File: config.mk
export PLATFORM = sky130hd
export DESIGN_NAME = three_way_merge_step_flat
export DESIGN_NICKNAME = d
export VERILOG_FILES = /design/src/rtl/core/twm_pkg.sv /design/src/rtl/core/twm_if.sv /design/src/rtl/core/three_way_merge_step.sv /design/src/rtl/core/twm_min_find.sv /design/src/rtl/core/twm_resolve.sv /design/src/flat_wrapper.sv
export VERILOG_INCLUDE_DIRS = /design/src /design/src/rtl/core
export SDC_FILE = /design/constraint.sdc
export NUM_CORES = 1
export LEC_CHECK = 0
export BUFFER_PORTS_ARGS = -buffer_cell sky130_fd_sc_hd__buf_2
export CAP_MARGIN = 20
export CORE_ASPECT_RATIO = 1.4
export CORE_MARGIN = 2
export CORE_UTILIZATION = 45
export CTS_BUF_LIST = sky130_fd_sc_hd__clkbuf_8
export CTS_CLUSTER_DIAMETER = 120
export DETAILED_ROUTE_END_ITERATION = 10
export PLACE_DENSITY = 0.7
export SLEW_MARGIN = 10
export SYNTH_ARGS = -nofsm -noshare
export SYNTH_HDL_FRONTEND = slang
export SYNTH_SLANG_ARGS = --single-unit
File: constraint.sdc
create_clock -name i_clk -period 15.7 [get_ports i_clk]
set_clock_uncertainty 0.05 [all_clocks]
set_input_delay 3.14 -clock i_clk [delete_from_list [all_inputs] [get_ports i_clk]]
set_output_delay 3.14 -clock i_clk [all_outputs]
set_load 0.05 [all_outputs]
File: src/rtl/core/three_way_merge_step_assert.svh
// ---------------------------------------------------------------------------
// three-way merge step: assertion macros
// shared concurrent assertion forms, sampled on the rising clock edge and
// switched off while the synchronous active-low reset is held
// ---------------------------------------------------------------------------
`ifndef THREE_WAY_MERGE_STEP_ASSERT_SVH
`define THREE_WAY_MERGE_STEP_ASSERT_SVH

// same-cycle implication
`define TWM_ASSERT_NOW(lbl, clk, rst_n, ante, cons, msg) \
    lbl: assert property (@(posedge clk) disable iff (!(rst_n)) (ante) |-> (cons)) \
        else $error(msg);

// next-cycle implication
`define TWM_ASSERT_NEXT(lbl, clk, rst_n, ante, cons, msg) \
    lbl: assert property (@(posedge clk) disable iff (!(rst_n)) (ante) |=> (cons)) \
        else $error(msg);

`endif

File: src/rtl/core/twm_pkg.sv
// ---------------------------------------------------------------------------
// twm_pkg
// types, sizes and helper functions of the three-way merge step
// ---------------------------------------------------------------------------
package twm_pkg;

    // field width on the channels
    localparam int FIELD_W    = 64;
    // significant key and value bits inside the fields
    localparam int KEY_BITS   = 64;
    localparam int VALUE_BITS = 64;

    localparam int KeyShift = FIELD_W - KEY_BITS;
    localparam logic [FIELD_W-1:0] ValMask = {FIELD_W{1'b1}} >> (FIELD_W - VALUE_BITS);

    typedef enum logic [1:0] {
        ST_OK       = 2'd0,
        ST_CONFLICT = 2'd1,
        ST_EMPTY    = 2'd2
    } t_status;

    typedef struct packed {
        logic                      anc_present;
        logic signed [FIELD_W-1:0] anc_key;
        logic        [FIELD_W-1:0] anc_value;
        logic                      ours_present;
        logic signed [FIELD_W-1:0] ours_key;
        logic        [FIELD_W-1:0] ours_value;
        logic                      theirs_present;
        logic signed [FIELD_W-1:0] theirs_key;
        logic        [FIELD_W-1:0] theirs_value;
    } t_in_item;

    typedef struct packed {
        logic                      emit;
        logic signed [FIELD_W-1:0] out_key;
        logic        [FIELD_W-1:0] out_value;
        logic                      advance_anc;
        logic                      advance_ours;
        logic                      advance_theirs;
        t_status                   status;
    } t_out_item;

    // sides holding the smallest key
    typedef struct packed {
        logic anc;
        logic ours;
        logic theirs;
    } t_hits;

    // minimum search result handed to the resolver
    typedef struct packed {
        logic                      found;
        logic signed [FIELD_W-1:0] kmin;
        t_hits                     hits;
    } t_min_res;

    // sign-extend the low KEY_BITS of a key field
    function automatic logic signed [FIELD_W-1:0] key_ext(input logic [FIELD_W-1:0] raw);
        logic signed [FIELD_W-1:0] sh;
        sh = signed'(raw << KeyShift);
        return sh >>> KeyShift;
    endfunction

    // keep the low VALUE_BITS of a value field
    function automatic logic [FIELD_W-1:0] val_mask(input logic [FIELD_W-1:0] raw);
        return raw & ValMask;
    endfunction

endpackage

File: src/rtl/core/twm_if.sv
// ---------------------------------------------------------------------------
// twm_if
// valid/ready channels carrying merge heads in and merge results out
// ---------------------------------------------------------------------------
interface twm_in_if;
    logic               valid;
    logic               ready;
    twm_pkg::t_in_item  payload;

    modport source (output valid, output payload, input ready);
    modport sink   (input valid, input payload, output ready);
endinterface

interface twm_out_if;
    logic               valid;
    logic               ready;
    twm_pkg::t_out_item payload;

    modport source (output valid, output payload, input ready);
    modport sink   (input valid, input payload, output ready);
endinterface

File: src/rtl/core/three_way_merge_step.sv
// ---------------------------------------------------------------------------
// three_way_merge_step
// one step of a three-way merge over sorted ancestor/ours/theirs streams
// ---------------------------------------------------------------------------
// usage
//   i_in carries one transaction per step: the head of each stream (present
//   flag, signed key, value word). o_out returns exactly one transaction per
//   input: the smallest key, which sides hold it, whether a merged row is
//   emitted with its value, and a status of ok, conflict or no stream.
//   path: an input taken is held in the input register, resolved by the
//   comparators and the resolution table, and then captured in the result
//   register, from which the receiver takes it.
//   throughput: one transaction per cycle unless the receiver stalls, set
//   by the single register stage on each side of the compare and table logic.
//   a stalled receiver holds the result register; the input register keeps
//   filling, and i_in.ready drops only once both stages hold transactions.
//   reset (synchronous, active low) empties both stages; nothing is held
//   across transactions, so the block starts clean.
// ---------------------------------------------------------------------------
`include "three_way_merge_step_assert.svh"

module three_way_merge_step (
    input logic        i_clk,
    input logic        i_rst_n,
    twm_in_if.sink     i_in,
    twm_out_if.source  o_out
);
    import twm_pkg::*;

    // input stage
    logic      r_s1_valid, n_s1_valid;
    t_in_item  r_s1_item;
    // result stage
    logic      r_s2_valid, n_s2_valid;
    t_out_item r_s2_res;

    t_min_res  min_res;
    t_out_item res;
    logic      s2_load;
    logic      s1_load;

    // result stage can take a new transaction when empty or being drained
    assign s2_load = !r_s2_valid || o_out.ready;
    // input stage frees up when empty or moving on
    assign i_in.ready = !r_s1_valid || s2_load;
    assign s1_load    = i_in.valid && i_in.ready;

    twm_min_find u_min_find (
        .i_item (r_s1_item),
        .o_min  (min_res)
    );

    twm_resolve u_resolve (
        .i_item (r_s1_item),
        .i_min  (min_res),
        .o_res  (res)
    );

    always_comb begin
        n_s1_valid = r_s1_valid;
        if (i_in.ready) begin
            n_s1_valid = i_in.valid;
        end
        n_s2_valid = r_s2_valid;
        if (s2_load) begin
            n_s2_valid = r_s1_valid;
        end
    end

    always_ff @(posedge i_clk) begin
        if (!i_rst_n) begin
            r_s1_valid <= 1'b0;
            r_s2_valid <= 1'b0;
        end else begin
            r_s1_valid <= n_s1_valid;
            r_s2_valid <= n_s2_valid;
        end
    end

    // payload registers, no reset needed
    always_ff @(posedge i_clk) begin
        if (s1_load) begin
            r_s1_item <= i_in.payload;
        end
        if (s2_load && r_s1_valid) begin
            r_s2_res <= res;
        end
    end

    assign o_out.valid   = r_s2_valid;
    assign o_out.payload = r_s2_res;

    // a row is only emitted on a clean resolution
    `TWM_ASSERT_NOW(a_emit_ok, i_clk, i_rst_n,
        o_out.valid && o_out.payload.emit, o_out.payload.status == ST_OK,
        "emitted row without ok status")

    // no stream present leaves nothing to advance and no key
    `TWM_ASSERT_NOW(a_empty_clean, i_clk, i_rst_n,
        o_out.valid && o_out.payload.status == ST_EMPTY,
        !o_out.payload.emit && o_out.payload.out_key == '0 &&
        !o_out.payload.advance_anc && !o_out.payload.advance_ours &&
        !o_out.payload.advance_theirs,
        "empty step with row, key or advance set")

    // a conflict needs at least two sides on the key and never emits
    `TWM_ASSERT_NOW(a_conflict_sides, i_clk, i_rst_n,
        o_out.valid && o_out.payload.status == ST_CONFLICT,
        !o_out.payload.emit && $countones({o_out.payload.advance_anc,
        o_out.payload.advance_ours, o_out.payload.advance_theirs}) >= 2,
        "conflict with fewer than two sides or with a row")

    // a filled input stage moving on always lands in the result stage
    `TWM_ASSERT_NEXT(a_stage_move, i_clk, i_rst_n,
        r_s1_valid && s2_load, o_out.valid,
        "input stage transaction lost on the way to the result stage")

endmodule

File: src/rtl/core/twm_min_find.sv
// ---------------------------------------------------------------------------
// twm_min_find
// smallest present key among the three heads and the sides that hold it
// ---------------------------------------------------------------------------
module twm_min_find (
    input  twm_pkg::t_in_item i_item,
    output twm_pkg::t_min_res o_min
);
    import twm_pkg::*;

    logic signed [FIELD_W-1:0] ka, ko, kt;
    logic                      pa, po, pt;
    logic                      sel_a, sel_o, sel_t;

    assign pa = i_item.anc_present;
    assign po = i_item.ours_present;
    assign pt = i_item.theirs_present;
    assign ka = key_ext(i_item.anc_key);
    assign ko = key_ext(i_item.ours_key);
    assign kt = key_ext(i_item.theirs_key);

    // a side is a minimum holder when present and not above any other present key
    assign sel_a = pa && (!po || ka <= ko) && (!pt || ka <= kt);
    assign sel_o = po && (!pa || ko <= ka) && (!pt || ko <= kt);
    assign sel_t = pt && (!pa || kt <= ka) && (!po || kt <= ko);

    always_comb begin
        o_min.found       = pa || po || pt;
        o_min.hits.anc    = sel_a;
        o_min.hits.ours   = sel_o;
        o_min.hits.theirs = sel_t;
        if (sel_a) begin
            o_min.kmin = ka;
        end else if (sel_o) begin
            o_min.kmin = ko;
        end else if (sel_t) begin
            o_min.kmin = kt;
        end else begin
            o_min.kmin = '0;
        end
    end

endmodule

File: src/rtl/core/twm_resolve.sv
// ---------------------------------------------------------------------------
// twm_resolve
// resolution table over the sides holding the smallest key
// ---------------------------------------------------------------------------
module twm_resolve (
    input  twm_pkg::t_in_item  i_item,
    input  twm_pkg::t_min_res  i_min,
    output twm_pkg::t_out_item o_res
);
    import twm_pkg::*;

    logic [FIELD_W-1:0] va, vo, vt;
    logic               eq_oa, eq_ta, eq_ot;
    logic               a, o, t;
    logic               emit;
    logic [FIELD_W-1:0] ov;
    t_status            st;

    assign va = val_mask(i_item.anc_value);
    assign vo = val_mask(i_item.ours_value);
    assign vt = val_mask(i_item.theirs_value);
    assign eq_oa = (vo == va);
    assign eq_ta = (vt == va);
    assign eq_ot = (vo == vt);
    assign a = i_min.hits.anc;
    assign o = i_min.hits.ours;
    assign t = i_min.hits.theirs;

    always_comb begin
        emit = 1'b0;
        ov   = '0;
        st   = ST_OK;
        if (!i_min.found) begin
            st = ST_EMPTY;
        end else if (a && o && t) begin
            if (eq_oa && eq_ta) begin
                emit = 1'b1;
                ov   = va;
            end else if (eq_oa) begin
                emit = 1'b1;
                ov   = vt;
            end else if (eq_ta) begin
                emit = 1'b1;
                ov   = vo;
            end else if (eq_ot) begin
                emit = 1'b1;
                ov   = vo;
            end else begin
                st = ST_CONFLICT;
            end
        end else if (a && o) begin
            // deleted by theirs unless ours changed it
            if (!eq_oa) begin
                st = ST_CONFLICT;
            end
        end else if (a && t) begin
            if (!eq_ta) begin
                st = ST_CONFLICT;
            end
        end else if (a) begin
            // deleted on both sides
        end else if (o && t) begin
            if (eq_ot) begin
                emit = 1'b1;
                ov   = vo;
            end else begin
                st = ST_CONFLICT;
            end
        end else if (o) begin
            emit = 1'b1;
            ov   = vo;
        end else begin
            emit = 1'b1;
            ov   = vt;
        end

        o_res.emit           = emit;
        o_res.out_key        = i_min.kmin;
        o_res.out_value      = ov;
        o_res.advance_anc    = a;
        o_res.advance_ours   = o;
        o_res.advance_theirs = t;
        o_res.status         = st;
    end

endmodule
File: src/flat_wrapper.sv
// flat-port wrapper written by rule: the top's interface ports become plain ports
module three_way_merge_step_flat import twm_pkg::*;
  (i_clk, i_rst_n, i_in_valid, i_in_payload, i_in_ready, o_out_valid, o_out_payload, o_out_ready);
  twm_in_if i_in_i ();
  twm_out_if o_out_i ();
  input logic i_clk;
  input logic i_rst_n;
  input wire logic [$bits(i_in_i.valid)-1:0] i_in_valid;
  input wire logic [$bits(i_in_i.payload)-1:0] i_in_payload;
  output wire logic [$bits(i_in_i.ready)-1:0] i_in_ready;
  output wire logic [$bits(o_out_i.valid)-1:0] o_out_valid;
  output wire logic [$bits(o_out_i.payload)-1:0] o_out_payload;
  input wire logic [$bits(o_out_i.ready)-1:0] o_out_ready;
  assign i_in_i.valid = i_in_valid;
  assign i_in_i.payload = i_in_payload;
  assign i_in_ready = i_in_i.ready;
  assign o_out_valid = o_out_i.valid;
  assign o_out_payload = o_out_i.payload;
  assign o_out_i.ready = o_out_ready;
  three_way_merge_step u_core (.i_clk(i_clk), .i_rst_n(i_rst_n), .i_in(i_in_i), .o_out(o_out_i));
endmodule
After elaboration in Yosys (flattened, before gate mapping)
Cells that the tools add are included.
Widths: inputs -> output; s select.
Word-level totals
  flip-flop bits (word level): 523
  bits in latches: 0
  RAM bits: 0
  bits in read-only memories: 0
  bits of input ports: 391
  output and inout port bits: 136
  memories kept: 0
Operators by class
  $add $sub $neg: 0
  multipliers: 0
  div/mod/pow operators: 0
  order comparisons: 6
  equal/unequal tests: 3
  shifts and indexed selects: 0
  multiplexer cells: 33
  bitwise gates (word level): 0
  reductions and logical operators: 28
Operator list (number)
  $mux 64: 13
  $le 64x64->1: 6
  $eq 64x64->1: 3
  $mux 1: 17
  $logic_and 1x1->1: 13
  $logic_or 1x1->1: 10
  $mux 2: 3
  $logic_not 1->1: 5

Longest topological paths before layout
Gate-level depths: netlist of the first run.
  depth in word-level cells: 10
  mapped depth: 15

Modules after synthesis
Synthesis of the first run repeated with hierarchy kept, for this count alone.
Unflattened totals
  cells, all modules: 1973
  area, all modules: 26530.4 µm²
Modules (own cells, without submodules)
  three_way_merge_step: instances 1, cells each 530, area an instance 15748.9 µm², sequential area each 15685.0 µm²
  twm_min_find: instances 1, cells each 960, area an instance 6969.2 µm², sequential area each 0.0 µm²
  twm_resolve: instances 1, cells each 483, area an instance 3812.4 µm², sequential area each 0.0 µm²

Worst setup path after synthesis of the first run
Ideal clock, no wire load.
  path type: input-to-reg
  start point: input port o_out_ready
  end point: register u_core.r_s1_item[0] in the netlist's numbering, enable pin
  setup time: 798 ps
  arrival: 12378 ps
  data required time: 14852 ps
  setup slack: 2474 ps
  cell stages on the path: 3
  cell sequence: nor2b_1 -> nand2_1 -> and2_1
On the way
  cells in the longest elaborated chain, start to end: 3
Ends and longest elaborated chain
  start, declared: RTL line flat_wrapper.sv:13  | input wire logic [$bits(o_out_i.ready)-1:0] o_out_ready;
  $logic_or 1x1->1: RTL line three_way_merge_step.sv:43  | assign s2_load = !r_s2_valid || o_out.ready;
  $logic_or 1x1->1: RTL line three_way_merge_step.sv:45  | assign i_in.ready = !r_s1_valid || s2_load;
  via i_in_ready: RTL line flat_wrapper.sv:10  | output wire logic [$bits(i_in_i.ready)-1:0] i_in_ready;
  $logic_and 1x1->1: RTL line three_way_merge_step.sv:46  | assign s1_load = i_in.valid && i_in.ready;
  via u_core.s1_load: RTL line three_way_merge_step.sv:40  | logic s1_load;
  end signal, assigned: RTL line three_way_merge_step.sv:83  | r_s1_item <= i_in.payload;
  end, declared: RTL line three_way_merge_step.sv:32  | t_in_item r_s1_item;
The timed path passes the listed nets, and every way through them passes these cells.
A chain may end at the register's enable or synchronous reset.

Worst setup path in the final report of the first run
  start point: input port o_out_ready
  end point: output port i_in_ready
On the way
  cells in the longest elaborated chain, start to end: 2
Ends and longest elaborated chain (RTL line)
  $logic_or 1x1->1: three_way_merge_step.sv:43
  $logic_or 1x1->1: three_way_merge_step.sv:45
  end, declared: flat_wrapper.sv:10
Every way passes these cells.

==> out/results.ini, run 1 <==
[route]
dr.pass1.iters = 5
wire_per_inst_microns = 25.5
vias_per_cell = 5.77
routed_wl_microns = 85400
antenna_left = 0
drc = 0
vias = 19400
drtIter0Drc = 1718

[synth]
ys_ff_latch = 523
synth_top_family_by_area = simple AND/OR/NAND/NOR gates
syn-num-nets = 2567
synthMuxAreaShare_pct = 0.273
synth_warnings = 0
synthDistinctLibCells = 57
synth_compound_area_share_pct = 9.10
seq_area_frac_synth_pct = 61.1
yosys_most_used_dff = edfxtp_1
synthAdderAreaFrac_pct = 9.36
syn_avg_cell_area_sq_um = 12.9
netlist_instances = 1984
synthSimpleGateAreaFrac_pct = 9.43
synthXorXnorAreaFrac_pct = 6.59
synthArstFlopShare_pct = 0
synth_edf_count = 521
synthesis.area_sq_um = 25700

[hold_path]
hold_class = reg2reg
min-delay-start = u_core.r_s1_valid$_SDFFE_PN0N_
min_path_cells = 1
min_to = u_core.o_out.valid$_SDFFE_PN0P_

[grt]
grt_pass1_vias = 19700
grt_overflow = 0
grt_max_degree = 173
grtUsageTotal_pct = 28.2
grt_pass1_wl_microns = 122000
grt_antenna_before_repair = 10

[clock_network]
cts_setup_buffers = 0
cts.path.max_buffers = 3
numCtsBuffers = 83
cts_tree = done
hold_buffers = 0
ctsResizeCount = 0
cts_root_buf = clkbuf_8
clk_latency_ps = 700
cts-htree-levels = 3
clk_pin_slew_ps = 60
cts_sinks = 523

[timing]
fmax_ghz = 0.141
hold_violations = 0
setup_tns_ps = 0
worst_pin_slew_ps = 1230
period_needed_ps = 7110
rsz0062_at_grt = false
relSlewSlack_pct = 17.9
slew_violations = 0
period_share_pct = 45.3
setup_viol = 0

[worst_setup_path]
r2r-end = u_core.o_out.payload[73]$_DFFE_PP_
critical_path_class = in2out
slowest_delay_ps = 310
critPathSlowestCell = nor2b_1
worstSetupEndpointType = primary output
crit_required_ps = 12510
crit_top_cell = buf_2
start_kind = primary input
rr_worst_depth = 12
rrSetupSlack_ps = 10240
crit_chain = buf_2 > nor2b_1 > nand2_1 > buf_2
rr_startpoint = u_core.r_s1_item[127]$_DFFE_PP_
cp_max_fo = 4
arrival_ps = 3920

[final_layout]
nets = 3121
drive_above_1_share_pct = 25.6
layout_common_cells = buf_2 (526), edfxtp_1 (521), inv_1 (217)
layout_commonest_cell = buf_2
final_core_util_pct = 54.7
synthToLayoutAreaGrowth_pct = 20.2

[power]
vdd_ir_drop_max_uv = 70.7
power_density_nw_per_um2 = 114
p_leak_nw = 12.5

[floorplanning]
start_util_pct = 45.5
core_sq_um = 56400
fp-row-count = 103
pin_count = 527
die_h_microns = 287
die_area_sq_um = 59000
die_w_microns = 206

[run_status]
status = finished clean

[placement]
dp_hpwl_microns = 62500
place_congestion = 0.963
numPortBuffers = 526

[flow_run]
maxCapViolCount = 0

routing by layer:
| layer | track usage (%) | up-vias | wire length (microns) |
|---|---|---|---|
| li1 | - | 8720 | - |
| met1 | 30.4 | 9377 | 29000 |
| met2 | 51.1 | 1037 | 44600 |
| met3 | 5.96 | 208 | 6990 |
| met4 | 15.7 | 10 | 4790 |
| met5 | 0 | - | 61 |
cell type report:
type,count,area [sq um]
Fill cell,4739,25600
Clock inverter,68,529
Tap cell,735,920
Clock buffer,85,1170
Multi-Input combinational cell,1188,8980
Antenna cell,12,30.0
Inverter,198,743
Timing Repair Buffer,544,2790
Sequential cell,523,15700
metrics by stage:
stage	total power, mW	cell area [sq um]	hold slack [ps]	std cells	worst slack (ps)
global placement	2.29	29100	473	3187	8530
detailed placement	2.31	29100	484	3187	8560
floorplan	2.11	25700	427	1984	2470
global route	3.63	30800	530	3346	8520
CTS	3.52	30800	494	3340	8560
finish	3.50	30800	495	3353	8590
worst max path at each step:
stage | from | to | slack (ps) | cells past startpoint
floorplan | o_out_ready | u_core.r_s1_item[0]$_DFFE_PP_ | 2470 | 3
global placement | o_out_ready | i_in_ready | 8530 | 4
detailed placement | o_out_ready | i_in_ready | 8560 | 4
CTS | o_out_ready | i_in_ready | 8560 | 4
global route | o_out_ready | i_in_ready | 8520 | 4
finish | o_out_ready | i_in_ready | 8590 | 4
Yosys cell counts, types with 9 or more instances:
| library cell | instances | area share (%) |
|---|---|---|
| nor2_1 | 76 | 1.1 |
| nor2b_1 | 9 | 0.22 |
| nand2_1 | 52 | 0.76 |
| a21oi_1 | 148 | 2.9 |
| o211ai_1 | 63 | 1.8 |
| a22oi_1 | 65 | 1.9 |
| and3_1 | 11 | 0.27 |
| o21ai_0 | 31 | 0.60 |
| edfxtp_1 | 521 | 61 |
| clkbuf_1 | 53 | 0.78 |
| xor2_1 | 64 | 2.2 |
| xnor2_1 | 129 | 4.4 |
| nand4_1 | 194 | 4.7 |
| nand3_1 | 19 | 0.37 |
| a21o_1 | 9 | 0.26 |
| ha_1 | 192 | 9.4 |
| nor4_1 | 37 | 0.90 |
| inv_1 | 198 | 2.9 |
| buf_2 | 18 | 0.35 |
sequential cells by signal (all words and copies together) (netlist names):
| name | flops |
|---|---|
| u_core.o_out.valid | 1 |
| u_core.o_out.payload | 134 |
| u_core.r_s1_item | 387 |
| u_core.r_s1_valid | 1 |
report_power, final:
group,internal [mW],leakage (nW),switching [mW]
Clock,0.642,0.921,0.575
Combinational,0.184,6.55,0.370
Sequential,1.66,5.07,0.0754
Total,2.48,12.5,1.02
critical path, delay by kind of cell:
| kind | cells | cell delay, ps |
|---|---|---|
| AND/OR/NAND/NOR | 2 | 450 |
| buffers and inverters | 2 | 330 |
kinds of logic (layout without fill, tap and decap cells):
logic type      count (synthesis)  count (layout)
compound gates                360             360
xor+xnor                      193             193
fa+ha+maj                     192             192
buf+inv                       273             895
flops                         523             523
mux                             7               7
other cells                     0              12
simple gates                  436             436
Note: power is estimated with default switching activity, not from simulation.
==> inputs of run 2 (changes only) <==
==> constraint.sdc (replaced) <==
create_clock -name i_clk -period 6.8 [get_ports i_clk]
set_clock_uncertainty 0.05 [all_clocks]
set_input_delay 1.36 -clock i_clk [delete_from_list [all_inputs] [get_ports i_clk]]
set_output_delay 1.36 -clock i_clk [all_outputs]
set_load 0.05 [all_outputs]
==> out/results.ini, run 2 (synthesis gave the netlist of run 1 again) <==
[timing]
fmax_ghz = 0.189
hold_violations = 0  ; unchanged
rsz0062_at_grt = false
holdWs_ps = 484  ; -11.1 ps
setup_tns_ps = 0  ; unchanged
setup_viol = 0  ; unchanged
setup_slack_ps = 1510  ; -7080 ps
relSlewSlack_pct = 15.9  ; -2.0 points
slew_violations = 0  ; unchanged
worst_pin_slew_ps = 1260  ; +29.8 ps
period_share_pct = 77.8
period_needed_ps = 5290

[final_layout]
synthToLayoutAreaGrowth_pct = 20.6
design_area_sq_um = 31000  ; +0.34%
final_core_util_pct = 54.8  ; +0.18 points
layout_commonest_cell = buf_2
largest_register_ffs = 387  ; unchanged
final_cells = 3357  ; +0.12%
layout_common_cells = buf_2 (526), edfxtp_1 (521), inv_1 (211)
nets = 3121  ; unchanged
fillCellCount = 4707  ; -0.68%
drive_above_1_share_pct = 26.0  ; +0.36 points
regMostFlops = u_core.r_s1_item

[run_status]
status = finished clean

[clock_network]
cts_setup_buffers = 0  ; unchanged
cts_root_buf = clkbuf_8
clk_latency_ps = 690  ; about the same
cts_tree = done
cts.path.max_buffers = 3  ; unchanged
cts-htree-levels = 3  ; unchanged
numCtsBuffers = 85  ; +2.4%
cts_sinks = 523  ; unchanged
clk_pin_slew_ps = 60  ; about the same
ctsResizeCount = 0  ; unchanged
hold_buffers = 0  ; unchanged

[route]
routed_wl_microns = 86300  ; +1.1%
dr.pass1.iters = 6  ; +1
drc = 0  ; unchanged
vias_per_cell = 5.79  ; +0.35%
drtIter0Drc = 1955  ; +14%
vias = 19400  ; +0.47%
wire_per_inst_microns = 25.7  ; +0.99%
antenna_left = 0  ; unchanged

[grt]
grt_overflow = 0  ; unchanged
grt_antenna_before_repair = 9  ; -1
grtUsageTotal_pct = 28.8  ; +0.62 points
grt_pass1_wl_microns = 124000  ; +2.3%
grt_max_degree = 174  ; +0.58%
grt_pass1_vias = 19900  ; +1.3%

[power]
p_leak_nw = 12.6  ; +0.29%
power_frac_clock_pct = 36.1  ; +1.4 points
power_density_nw_per_um2 = 267  ; +140%
combPwrFrac_pct = 15.4  ; -0.4 points
seqPwrFrac_pct = 48.5  ; -0.9 points
p_int_mw = 5.88  ; +140%
power_switching_mw = 2.39  ; +130%
total_power_mw = 8.27  ; +140%
p_sw_share_pct = 28.9  ; -0.27 points
vdd_ir_drop_max_uv = 191  ; +170%

[worst_setup_path]
critical_path_class = reg2reg
crit_required_ps = 7270  ; -5240 ps
cp_max_fo = 33  ; +29
start_kind = flip-flop
rr_startpoint = u_core.r_s1_item[256]$_DFFE_PP_
arrival_ps = 5760  ; +1840 ps
crit_path_start = u_core.r_s1_item[256]$_DFFE_PP_
worstSetupEndpointType = flip-flop

[floorplanning]
die_w_microns = 206  ; unchanged
core_sq_um = 56400  ; unchanged
die_h_microns = 287  ; unchanged
pin_count = 527  ; unchanged
start_util_pct = 45.5  ; unchanged
die_area_sq_um = 59000  ; unchanged
fp-row-count = 103  ; unchanged

[hold_path]
min-delay-start = u_core.r_s1_valid$_SDFFE_PN0N_
hold_class = reg2reg

[placement]
place_congestion = 0.910  ; -5.6%
dp_hpwl_microns = 63600  ; +1.7%
placedCellCount = 3186  ; -0.031%
dp_slack_ps = 1560  ; -6990 ps
numPortBuffers = 526  ; unchanged
placed_cell_area_sq_um = 29100  ; about the same

[flow_run]
maxCapViolCount = 0  ; unchanged

run 2: changes by cell type in the layout (fill, tap and decap cells not counted), sizes merged:
cell	delta
diode	+2
buf	-2
bufinv	+3
inv	-6
clkinv	+4
clkbuf	+3
run 2: worst paths after layout:
kind | end | slack [ps] | cells after the start
setup / recovery | u_core.o_out.payload[94]$_DFFE_PP_ | 1510 | 13
hold / removal | u_core.o_out.valid$_SDFFE_PN0P_ | 480 | 1
setup reg to reg | u_core.o_out.payload[94]$_DFFE_PP_ | 1510 | 13
hold reg to reg | u_core.o_out.valid$_SDFFE_PN0P_ | 480 | 1
run 2: power by group through the flow:
| stage | Clock [mW] | Combinational, mW | Sequential, mW |
|---|---|---|---|
| floorplan | 0 | 0.594 | 4.23 |
| global placement | 0 | 1.23 | 4.06 |
| detailed placement | 0 | 1.26 | 4.07 |
| CTS | 3.05 | 1.27 | 4.00 |
| global route | 3.18 | 1.37 | 4.02 |
| finish | 2.99 | 1.27 | 4.01 |
run 2: routing by layer:
metal  track usage, %  share of wire (%)  up-vias
met5                0              0.014        -
met4             19.0                6.7        2
met3             4.75                7.4      243
met2             51.1                 51     1059
met1             31.7                 35     9412
li1                 -                  -     8726
run 2: worst max-delay path, cell delays in order, from the launching register on:
cell,delay [ps]
edfxtp_1,460
inv_1,70
ha_1,390
nand4_1,170
nor4_1,850
nand4_1,380
or3_1,570
nand2_1,110
or4_1,120
o211a_1,190
nor2b_4,820
buf_4,550
a22oi_1,170
a21oi_1,200
run 2: area by class of cell:
cell class	instances	area (sq um)	share of cell area (%)
clock buffer	88	1210	3.91
antenna	14	35.0	0.113
timing repair buffer	542	2790	9.01
tap	735	920	2.97
clock inverter	69	594	1.92
sequential	523	15700	50.7
multi-input combinational	1188	8970	29.0
inverter	198	743	2.40
